`src/apsc_pkg.sv`:
```
// shared types and constants of the step counter
package apsc_pkg;

	localparam int AccelW = 16;
	localparam int TimeW = 32;
	localparam int ThreshW = 15;
	localparam int GapW = 16;
	localparam int CfgDataW = 16;
	localparam int SquareW = 31;
	localparam int MagW = 33;
	localparam int ThreshSqW = 2 * ThreshW;
	localparam int StepsW = 24;

	localparam logic [ThreshW-1:0] StepThresholdReset = 15'd3328;
	localparam logic [GapW-1:0] MinStepGapReset = 16'd200;
	localparam logic [StepsW-1:0] StepsMax = {StepsW{1'b1}};

	localparam int MidDepthDefault = 4;
	localparam int OutDepthDefault = 4;

	typedef enum logic [0:0] {
		CfgStepThreshold = 1'b0,
		CfgMinStepGap = 1'b1
	} cfg_reg_t;

	typedef struct packed {
		logic [MagW-1:0] mag_sq;
		logic [TimeW-1:0] time_ms;
		logic clear_count;
	} mid_item_t;

	typedef struct packed {
		logic [StepsW-1:0] steps;
		logic step_seen;
	} result_t;

	typedef struct packed {
		logic we;
		cfg_reg_t index;
		logic [CfgDataW-1:0] data;
	} cfg_write_t;

endpackage

```
`src/accel_peak_step_counter.sv`:
```
// top level of the threshold-and-peak step counter
// a sample passes two front stages (squares, sum) and the middle queue into
//   the result queue, then empty goes low; throughput: one sample per cycle
//   while the queues have room; the back end judges and registers the count
// reset: arst_n clears the count, dead zone, history and both queues at once and
//   loads the threshold and gap registers with their reset values; no clearing pass
module accel_peak_step_counter #(
	parameter int MidDepth = apsc_pkg::MidDepthDefault,
	parameter int OutDepth = apsc_pkg::OutDepthDefault
) (
	input  logic                                 clk,
	input  logic                                 arst_n,
	// sample side
	input  logic                                 push,
	output logic                                 full,
	input  logic signed [apsc_pkg::AccelW-1:0]   accel_x,
	input  logic signed [apsc_pkg::AccelW-1:0]   accel_y,
	input  logic signed [apsc_pkg::AccelW-1:0]   accel_z,
	input  logic        [apsc_pkg::TimeW-1:0]    time_ms,
	input  logic                                 clear_count,
	// result side
	output logic                                 empty,
	input  logic                                 pop,
	output logic        [apsc_pkg::StepsW-1:0]   steps,
	output logic                                 step_seen,
	// register write port
	input  logic                                 cfg_we,
	input  apsc_pkg::cfg_reg_t                   cfg_index,
	input  logic        [apsc_pkg::CfgDataW-1:0] cfg_data
);
	import apsc_pkg::*;

	// front to back queue
	logic front_valid;
	mid_item_t front_item;
	logic mid_full;
	logic mid_empty;
	logic mid_pop;
	logic [$bits(mid_item_t)-1:0] mid_rdata;
	mid_item_t mid_item;

	// back to result queue
	logic out_full;
	logic res_push;
	result_t res;
	logic [$bits(result_t)-1:0] out_rdata;
	result_t out_res;

	cfg_write_t cfg;

	assign cfg.we = cfg_we;
	assign cfg.index = cfg_index;
	assign cfg.data = cfg_data;

	// squares then sum; stalls only when the middle queue is full
	apsc_front u_front (
		.clk         (clk),
		.arst_n      (arst_n),
		.push        (push),
		.full        (full),
		.accel_x     (accel_x),
		.accel_y     (accel_y),
		.accel_z     (accel_z),
		.time_ms     (time_ms),
		.clear_count (clear_count),
		.item_valid  (front_valid),
		.item        (front_item),
		.item_ready  (!mid_full)
	);

	// short queue so the front keeps taking samples while the back waits on pop
	apsc_fifo #(
		.Width ($bits(mid_item_t)),
		.Depth (MidDepth)
	) u_mid_fifo (
		.clk    (clk),
		.arst_n (arst_n),
		.push   (front_valid),
		.wdata  (front_item),
		.full   (mid_full),
		.pop    (mid_pop),
		.rdata  (mid_rdata),
		.empty  (mid_empty)
	);

	assign mid_item = mid_item_t'(mid_rdata);

	// dead zone, peak, gap and saturating count; one item per cycle unless out_full
	apsc_back u_back (
		.clk       (clk),
		.arst_n    (arst_n),
		.cfg       (cfg),
		.mid_empty (mid_empty),
		.mid_item  (mid_item),
		.mid_pop   (mid_pop),
		.out_full  (out_full),
		.res_push  (res_push),
		.res       (res)
	);

	// result queue; its head drives the result ports directly
	apsc_fifo #(
		.Width ($bits(result_t)),
		.Depth (OutDepth)
	) u_out_fifo (
		.clk    (clk),
		.arst_n (arst_n),
		.push   (res_push),
		.wdata  (res),
		.full   (out_full),
		.pop    (pop),
		.rdata  (out_rdata),
		.empty  (empty)
	);

	assign out_res = result_t'(out_rdata);
	assign steps = out_res.steps;
	assign step_seen = out_res.step_seen;

endmodule

```
`src/apsc_fifo.sv`:
```
// small register queue with push/full and pop/empty sides
module apsc_fifo #(
	parameter int Width = 1,
	parameter int Depth = 4
) (
	input  logic             clk,
	input  logic             arst_n,
	input  logic             push,
	input  logic [Width-1:0] wdata,
	output logic             full,
	input  logic             pop,
	output logic [Width-1:0] rdata,
	output logic             empty
);

	localparam int AddrW = (Depth > 1) ? $clog2(Depth) : 1;
	localparam int CntW = $clog2(Depth + 1);

	logic [Width-1:0] mem_q [Depth];
	logic [AddrW-1:0] wr_ptr_q;
	logic [AddrW-1:0] rd_ptr_q;
	logic [CntW-1:0] count_q;
	logic do_push;
	logic do_pop;

	assign full = (count_q == CntW'(Depth));
	assign empty = (count_q == '0);
	assign do_push = push && !full;
	assign do_pop = pop && !empty;
	assign rdata = mem_q[rd_ptr_q];

	always_ff @(posedge clk or negedge arst_n) begin
		if (!arst_n) begin
			wr_ptr_q <= '0;
			rd_ptr_q <= '0;
			count_q <= '0;
		end else begin
			if (do_push) begin
				wr_ptr_q <= (wr_ptr_q == AddrW'(Depth - 1)) ? '0 : wr_ptr_q + 1'b1;
			end
			if (do_pop) begin
				rd_ptr_q <= (rd_ptr_q == AddrW'(Depth - 1)) ? '0 : rd_ptr_q + 1'b1;
			end
			if (do_push && !do_pop) begin
				count_q <= count_q + 1'b1;
			end else if (do_pop && !do_push) begin
				count_q <= count_q - 1'b1;
			end
		end
	end

	always_ff @(posedge clk) begin
		if (do_push) begin
			mem_q[wr_ptr_q] <= wdata;
		end
	end

endmodule

```
`src/apsc_front.sv`:
```
// front end: takes samples and works out the squared magnitude in two stages
module apsc_front (
	input  logic                                 clk,
	input  logic                                 arst_n,
	input  logic                                 push,
	output logic                                 full,
	input  logic signed [apsc_pkg::AccelW-1:0]   accel_x,
	input  logic signed [apsc_pkg::AccelW-1:0]   accel_y,
	input  logic signed [apsc_pkg::AccelW-1:0]   accel_z,
	input  logic        [apsc_pkg::TimeW-1:0]    time_ms,
	input  logic                                 clear_count,
	output logic                                 item_valid,
	output apsc_pkg::mid_item_t                  item,
	input  logic                                 item_ready
);
	import apsc_pkg::*;

	logic signed [2*AccelW-1:0] prod_x;
	logic signed [2*AccelW-1:0] prod_y;
	logic signed [2*AccelW-1:0] prod_z;

	logic valid_s1;
	logic [SquareW-1:0] sq_x_s1;
	logic [SquareW-1:0] sq_y_s1;
	logic [SquareW-1:0] sq_z_s1;
	logic [TimeW-1:0] time_s1;
	logic clear_s1;

	logic valid_s2;
	logic [MagW-1:0] mag_s2;
	logic [TimeW-1:0] time_s2;
	logic clear_s2;

	logic ready_s1;
	logic ready_s2;
	logic take;

	// each square of a 16-bit value is at most 2^30
	assign prod_x = accel_x * accel_x;
	assign prod_y = accel_y * accel_y;
	assign prod_z = accel_z * accel_z;

	assign ready_s2 = !valid_s2 || item_ready;
	assign ready_s1 = !valid_s1 || ready_s2;
	assign full = !ready_s1;
	assign take = push && ready_s1;

	always_ff @(posedge clk or negedge arst_n) begin
		if (!arst_n) begin
			valid_s1 <= 1'b0;
			valid_s2 <= 1'b0;
		end else begin
			if (ready_s1) begin
				valid_s1 <= push;
			end
			if (ready_s2) begin
				valid_s2 <= valid_s1;
			end
		end
	end

	always_ff @(posedge clk) begin
		if (take) begin
			sq_x_s1 <= prod_x[SquareW-1:0];
			sq_y_s1 <= prod_y[SquareW-1:0];
			sq_z_s1 <= prod_z[SquareW-1:0];
			time_s1 <= time_ms;
			clear_s1 <= clear_count;
		end
		if (ready_s2 && valid_s1) begin
			mag_s2 <= MagW'(sq_x_s1) + MagW'(sq_y_s1) + MagW'(sq_z_s1);
			time_s2 <= time_s1;
			clear_s2 <= clear_s1;
		end
	end

	assign item_valid = valid_s2;
	assign item.mag_sq = mag_s2;
	assign item.time_ms = time_s2;
	assign item.clear_count = clear_s2;

endmodule

```
`src/apsc_back.sv`:
```
// back end: judges each magnitude against the step rules and keeps the count
module apsc_back (
	input  logic                    clk,
	input  logic                    arst_n,
	input  apsc_pkg::cfg_write_t    cfg,
	input  logic                    mid_empty,
	input  apsc_pkg::mid_item_t     mid_item,
	output logic                    mid_pop,
	input  logic                    out_full,
	output logic                    res_push,
	output apsc_pkg::result_t       res
);
	import apsc_pkg::*;

	logic [ThreshW-1:0] thr_q;
	logic [GapW-1:0] gap_cfg_q;
	logic [ThreshSqW-1:0] thr_sq_q;
	logic [ThreshSqW-1:0] thr_wide;

	logic [MagW-1:0] prev_q;
	logic dead_q;
	logic [TimeW-1:0] last_q;
	logic any_q;
	logic [StepsW-1:0] total_q;

	logic [StepsW-1:0] base_total;
	logic [MagW-1:0] thr_sq_ext;
	logic above;
	logic below;
	logic rising;
	logic [TimeW-1:0] gap;
	logic gap_ok;
	logic hit;
	logic [StepsW-1:0] new_total;

	// config registers; the threshold square is registered from the threshold register
	always_ff @(posedge clk or negedge arst_n) begin
		if (!arst_n) begin
			thr_q <= StepThresholdReset;
			gap_cfg_q <= MinStepGapReset;
		end else if (cfg.we) begin
			unique case (cfg.index)
				CfgStepThreshold: thr_q <= cfg.data[ThreshW-1:0];
				CfgMinStepGap:    gap_cfg_q <= cfg.data[GapW-1:0];
				default:          thr_q <= thr_q;
			endcase
		end
	end

	assign thr_wide = ThreshSqW'(thr_q);

	always_ff @(posedge clk or negedge arst_n) begin
		if (!arst_n) begin
			thr_sq_q <= ThreshSqW'(StepThresholdReset) * ThreshSqW'(StepThresholdReset);
		end else begin
			thr_sq_q <= thr_wide * thr_wide;
		end
	end

	assign mid_pop = !mid_empty && !out_full;
	assign res_push = mid_pop;

	assign base_total = mid_item.clear_count ? '0 : total_q;
	assign thr_sq_ext = MagW'(thr_sq_q);
	assign above = mid_item.mag_sq > thr_sq_ext;
	assign below = mid_item.mag_sq < thr_sq_ext;
	assign rising = mid_item.mag_sq > prev_q;
	assign gap = mid_item.time_ms - last_q;
	assign gap_ok = !any_q || (gap > TimeW'(gap_cfg_q));
	assign hit = !dead_q && above && rising && gap_ok;
	assign new_total = (hit && base_total != StepsMax) ? base_total + 1'b1 : base_total;

	always_ff @(posedge clk or negedge arst_n) begin
		if (!arst_n) begin
			prev_q <= '0;
			dead_q <= 1'b0;
			last_q <= '0;
			any_q <= 1'b0;
			total_q <= '0;
		end else if (mid_pop) begin
			prev_q <= mid_item.mag_sq;
			total_q <= new_total;
			if (hit) begin
				last_q <= mid_item.time_ms;
				any_q <= 1'b1;
			end
			// a hit is always above threshold, so the two never clash
			if (below) begin
				dead_q <= 1'b0;
			end else if (hit) begin
				dead_q <= 1'b1;
			end
		end
	end

	assign res.steps = new_total;
	assign res.step_seen = hit;

	a_hit_enters_dead_zone: assert property (@(posedge clk) disable iff (!arst_n)
		mid_pop && hit |=> dead_q && any_q)
		else $error("counted step did not enter dead zone");

	a_count_holds_when_idle: assert property (@(posedge clk) disable iff (!arst_n)
		!mid_pop |=> $stable(total_q) && $stable(dead_q) && $stable(last_q))
		else $error("step state changed without a transaction");

	a_count_holds_without_step: assert property (@(posedge clk) disable iff (!arst_n)
		mid_pop && !hit && !mid_item.clear_count |=> $stable(total_q) && $stable(last_q))
		else $error("step count moved without a counted step");

	a_seen_means_nonzero: assert property (@(posedge clk) disable iff (!arst_n)
		res_push && res.step_seen |-> res.steps != '0)
		else $error("step seen with zero count");

endmodule
```
`config.mk`:
```
export PLATFORM = sky130hd
export DESIGN_NAME = accel_peak_step_counter
export DESIGN_NICKNAME = d
export VERILOG_FILES = /design/src/apsc_pkg.sv /design/src/accel_peak_step_counter.sv /design/src/apsc_fifo.sv /design/src/apsc_front.sv /design/src/apsc_back.sv
export SDC_FILE = /design/constraint.sdc
export NUM_CORES = 2
export LEC_CHECK = 0
export BUFFER_PORTS_ARGS = -buffer_cell sky130_fd_sc_hd__buf_2
export CAP_MARGIN = 5
export CORE_AREA = 5 5 338 340
export CTS_CLUSTER_DIAMETER = 60
export DETAILED_ROUTE_END_ITERATION = 16
export DIE_AREA = 0 0 343 345
export GPL_TIMING_DRIVEN = 0
export PLACE_DENSITY = 0.78
export SKIP_LAST_GASP = 1
export SLEW_MARGIN = 25
export SYNTH_ARGS = -nofsm -noshare
export SYNTH_HDL_FRONTEND = slang
export SYNTH_HIERARCHICAL = 1
export SYNTH_SLANG_ARGS = --single-unit
```
`constraint.sdc`:
```
create_clock -name clk -period 7.1 [get_ports clk]
set_input_delay 0.71 -clock clk [delete_from_list [all_inputs] [get_ports clk]]
set_output_delay 0.71 -clock clk [all_outputs]
set_load 0.01 [all_outputs]
```
==> results summary <==
The number of max-slew violations in the final report came out at 0. The share of synthesized flip-flops with an asynchronous set or reset came out at around 23%. By area the synthesized netlist is led by sky130_fd_sc_hd__fa_1 27%, sky130_fd_sc_hd__edfxtp_1 26%, sky130_fd_sc_hd__ha_1 9.6%. The number of optimization iterations in the first detailed-route pass is 6. The final critical-path setup slack came out at 176.8 ps. Following the worst setup path forward leads to its endpoint at u_front/sq_y_s1[27]$_DFFE_PP_. The utilization after layout is ~63%.

The number of port buffers came out at ~120. The number of global-route vias before repair is approximately 45000. The maximum fanout encountered on the critical timing path came out at 10. Entering global routing, the biggest net connects 80 pins. The count of final hold-check violations came out at 0.

STA puts the critical path data required time at approximately 7500 ps. In the final routed layout, each cell accounts on average for around 19 um. The fmax is between 100 and 150 MHz. The placement-stage cell area came out at 0.06745 mm2. The critical path arrival came out at roughly 7300 ps.

The cell sitting at the root of the clock tree is a sky130_fd_sc_hd__clkbuf_16. The mean instance size in the synthesized netlist came out at 11.18 um2. The post-synthesis cell count came out at just under 6000. The area of the mapped netlist is ~0.065 mm2.

The count of boundary I/O pins is 130. The global-route congestion overflow total came out at 0. TritonCTS built the clock tree.

The max-slew headroom at the worst pin is 48.41%. For this run, the number of standard cells in the final layout without fillers is 7572. The run finished with clean final reports. The number of buffers on the longest clock path is 3.

Before CTS, the worst setup slack after placement is -971.7 ps. The critical path in this run is classified as primary input to register. In the final layout, the share of cells above drive strength 1 is a little under a tenth.

The average vias per placed instance is between 5 and 6. Yosys printed 6 warnings. The number of instances in the placed design is about 7400.

The die outline area is around 0.12 mm2. In this run the worst setup path begins at accel_y[5]. The remaining antenna violation count is 0. The net count reported at finish is 7468. The violation count after the first detailed-routing iteration is roughly 2700. The worst setup path is launched from a primary input. The largest total area in the synthesized netlist belongs to sky130_fd_sc_hd__fa_1. The minimum clock period after layout came out at about 6900 ps. For this run, design rule violations remaining after detail routing come to 0. Across all register-to-register paths, the minimum setup slack is between 200 and 300 ps. The width of the die is around 340 um. The total core area came out at about 0.11 mm2. The first global-routing pass estimated 235600 um of wire. The number of vias after detailed routing came out at around 42000.

For this run, the leading register cell type out of synthesis is sky130_fd_sc_hd__edfxtp_1. The growth of design area from synthesis to finish came out at 8.569%. The HPWL reported at the end of detailed placement is roughly 110000 um.

The later pin in the worst-skew pair is clocked with a latency of roughly 630 ps. The clock arrives with around 28 ps of skew. The congestion estimate from routability-driven global placement came to between 0.9 and 1. Sequential cells were found to cover between 30% and 40% of the synthesized design area.

The worst setup path is captured at a register. The summed area of non-filler cells in the final layout came out at 0.07028 mm2. The final setup violation count is 0. The number of different library cells in the post-synthesis netlist came out at 108. The number of sinks on the clock net came out at 720. The share of the synthesized area in the top cell type came out at a little over a quarter.

The flip-flop and latch count after synthesis is 720. The startpoint identified for the worst register-to-register timing path is u_back/thr_q[8]$_DFFE_PN1P_. The number of buffers inserted during clock tree synthesis came out at 78. The routed wire length is between 100000 and 150000 um.

The initial antenna violation count came to 7. The type of the most critical hold path is primary input to register. The synthesized design contains approximately 550 enable-type register cells. The y dimension of the die came out at 345 um. The initial utilization of the core area, before any placement, comes to roughly three fifths. The fill cell total of the finished layout is ~8400. The number of cells on the worst hold path came out at 1. The clock-pin slew reported for the worst setup and hold paths after clock tree synthesis came out at 60 ps. The worst reg-to-reg path cell count came out at 23.

The worst register-to-register path ends at u_back/thr_sq_q[24]$_DFF_PN0_. The number of rows created at floorplan is around 120. Across the run, the number of max-cap violations was 0. The slew at the pin with the worst max-slew slack is about 770 ps. The global-route total usage across every layer came out at 24.94%. The H-tree generated during clock tree synthesis spans 3 levels.

The ratio of final minimum period to clock period is 97.51%.
==> cell families (layout without fill, tap and decap cells) <==
family / Yosys count / after routing / synth area share, %
buffers and inverters: 1511 / 1789 / 8.950
adders and majority gates: 1361 / 1361 / 36.30
and+or+nand+nor: 1165 / 1165 / 8.635
DFF: 720 / 720 / 32.13
AOI/OAI and AO/OA: 653 / 653 / 6.723
xor gates and xnor gates: 232 / 232 / 3.139
muxes: 146 / 146 / 4.113
other: 1 / 6 / 0.005793
==> worst max-delay path, cell delays in order <==
cell	delay [ps]
sky130_fd_sc_hd__clkbuf_1	510
sky130_fd_sc_hd__clkbuf_1	590
sky130_fd_sc_hd__nand2_1	230
sky130_fd_sc_hd__fa_1	540
sky130_fd_sc_hd__fa_1	640
sky130_fd_sc_hd__inv_2	140
sky130_fd_sc_hd__fa_1	480
sky130_fd_sc_hd__fa_1	510
sky130_fd_sc_hd__fa_1	490
sky130_fd_sc_hd__inv_1	50
sky130_fd_sc_hd__fa_1	470
sky130_fd_sc_hd__inv_1	40
sky130_fd_sc_hd__ha_1	380
sky130_fd_sc_hd__nand2_1	130
sky130_fd_sc_hd__nor3_2	300
sky130_fd_sc_hd__nand2_1	110
sky130_fd_sc_hd__a211oi_2	350
sky130_fd_sc_hd__o41a_1	240
sky130_fd_sc_hd__xor2_1	390
==> worst min path at each step <==
stage / from / endpoint / slack (ps)
floorplan: u_front/clear_s1$_DFFE_PP_ / u_front/clear_s2$_DFFE_PP_ / 400
global placement: u_front/time_s1[23]$_DFFE_PP_ / u_front/time_s2[23]$_DFFE_PP_ / 400
detailed placement: u_front/time_s1[15]$_DFFE_PP_ / u_front/time_s2[15]$_DFFE_PP_ / 400
CTS: time_ms[22] / u_front/time_s1[22]$_DFFE_PP_ / 230
global route: time_ms[25] / u_front/time_s1[25]$_DFFE_PP_ / 230
finish: time_ms[22] / u_front/time_s1[22]$_DFFE_PP_ / 260
==> repair_timing <==
item / in CTS / in global routing
buffers inserted: 0 / 6
resized for setup: 23 / 63
endpoints found under the hold margin: 11 / 0
endpoints found under the setup margin: 9 / 128
pin swaps: 0 / 5
hold buffers: 1 / 0
==> cell type report <==
cell class              count  area, um2  area share, %
repair buffers            137      873.3          1.243
diodes                      3      7.507        0.01068
well taps                1500       1877          2.671
inverters                1354       5090          7.243
clock buffers              96       2092          2.977
multi-input cells        3560      38270          54.46
clock inverters            49      503.0         0.7157
plain buffers             153      755.7          1.075
flip-flops and latches    720      20810          29.61
==> per-layer routing <==
layer  wire [um]  global-route usage, %  share of wire (%)  vias up
met5          39                      0              0.027        -
met4        5501                  8.582                3.8        6
met3        8637                  3.595                6.0      320
met2       73120                  43.41                 51     1353
met1       56950                  32.19                 39    21139
li1            -                      -                  -    19041
==> registers in the layout, summed over array words and instances (netlist names), 24 cells and up <==
signal / cells
u_back/last_q: 32
u_mid_fifo/mem_q: 264
u_back/prev_q: 33
u_front/mag_s2: 33
u_front/sq_y_s1: 30
u_out_fifo/mem_q: 100
u_back/thr_sq_q: 29
u_back/total_q: 24
u_front/time_s1: 32
u_front/sq_z_s1: 30
u_front/time_s2: 32
u_front/sq_x_s1: 30
==> cells in the mapped netlist (10+ instances only) <==
| cell | instances |
|---|---|
| sky130_fd_sc_hd__and3_1 | 22 |
| sky130_fd_sc_hd__mux2_2 | 40 |
| sky130_fd_sc_hd__a21oi_1 | 158 |
| sky130_fd_sc_hd__nor4_1 | 11 |
| sky130_fd_sc_hd__nand4_1 | 38 |
| sky130_fd_sc_hd__nand3_1 | 55 |
| sky130_fd_sc_hd__or2_2 | 18 |
| sky130_fd_sc_hd__o211ai_1 | 20 |
| sky130_fd_sc_hd__o21bai_1 | 16 |
| sky130_fd_sc_hd__nand2_1 | 463 |
| sky130_fd_sc_hd__buf_2 | 12 |
| sky130_fd_sc_hd__a31o_2 | 11 |
| sky130_fd_sc_hd__nor3_1 | 37 |
| sky130_fd_sc_hd__nand2b_1 | 33 |
| sky130_fd_sc_hd__a21boi_0 | 10 |
| sky130_fd_sc_hd__a31oi_1 | 15 |
| sky130_fd_sc_hd__ha_1 | 499 |
| sky130_fd_sc_hd__mux2i_1 | 11 |
| sky130_fd_sc_hd__o21ai_0 | 156 |
| sky130_fd_sc_hd__xor2_1 | 62 |
| sky130_fd_sc_hd__nor2_1 | 222 |
| sky130_fd_sc_hd__inv_1 | 1349 |
| sky130_fd_sc_hd__or3_1 | 15 |
| sky130_fd_sc_hd__a211oi_1 | 16 |
| sky130_fd_sc_hd__a21o_1 | 108 |
| sky130_fd_sc_hd__xnor2_1 | 170 |
| sky130_fd_sc_hd__clkbuf_1 | 124 |
| sky130_fd_sc_hd__fa_1 | 862 |
| sky130_fd_sc_hd__nor2b_1 | 44 |
| sky130_fd_sc_hd__mux4_2 | 91 |
| sky130_fd_sc_hd__dfstp_2 | 10 |
| sky130_fd_sc_hd__o31ai_1 | 12 |
| sky130_fd_sc_hd__dfrtp_1 | 157 |
| sky130_fd_sc_hd__and2_1 | 164 |
| sky130_fd_sc_hd__edfxtp_1 | 553 |
| sky130_fd_sc_hd__o21a_1 | 21 |
==> placed cells by master (no fill, tap or decap), types with 55 or more instances in the layout <==
cell / n
sky130_fd_sc_hd__ha_1: 498
sky130_fd_sc_hd__nand2_1: 463
sky130_fd_sc_hd__clkbuf_16: 80
sky130_fd_sc_hd__nand3_1: 55
sky130_fd_sc_hd__and2_1: 154
sky130_fd_sc_hd__fa_1: 862
sky130_fd_sc_hd__clkbuf_1: 111
sky130_fd_sc_hd__buf_2: 137
sky130_fd_sc_hd__xor2_1: 62
sky130_fd_sc_hd__a21o_1: 108
sky130_fd_sc_hd__dfrtp_1: 149
sky130_fd_sc_hd__a21oi_1: 157
sky130_fd_sc_hd__nor2_1: 221
sky130_fd_sc_hd__xnor2_1: 170
sky130_fd_sc_hd__edfxtp_1: 553
sky130_fd_sc_hd__mux4_2: 91
sky130_fd_sc_hd__o21ai_0: 156
sky130_fd_sc_hd__inv_1: 1347
==> metrics by stage <==
stage / hold WS [ps] / setup TNS (ps)
finish: 259.9 / 0
global route: 231.2 / -5.446
CTS: 225.6 / 0
detailed placement: 404.5 / -11220
global placement: 401.6 / -8736
floorplan: 400.3 / 0
Power is not shown: default switching activity piles up to over one toggle a cycle in this logic, so the estimate is an artifact.
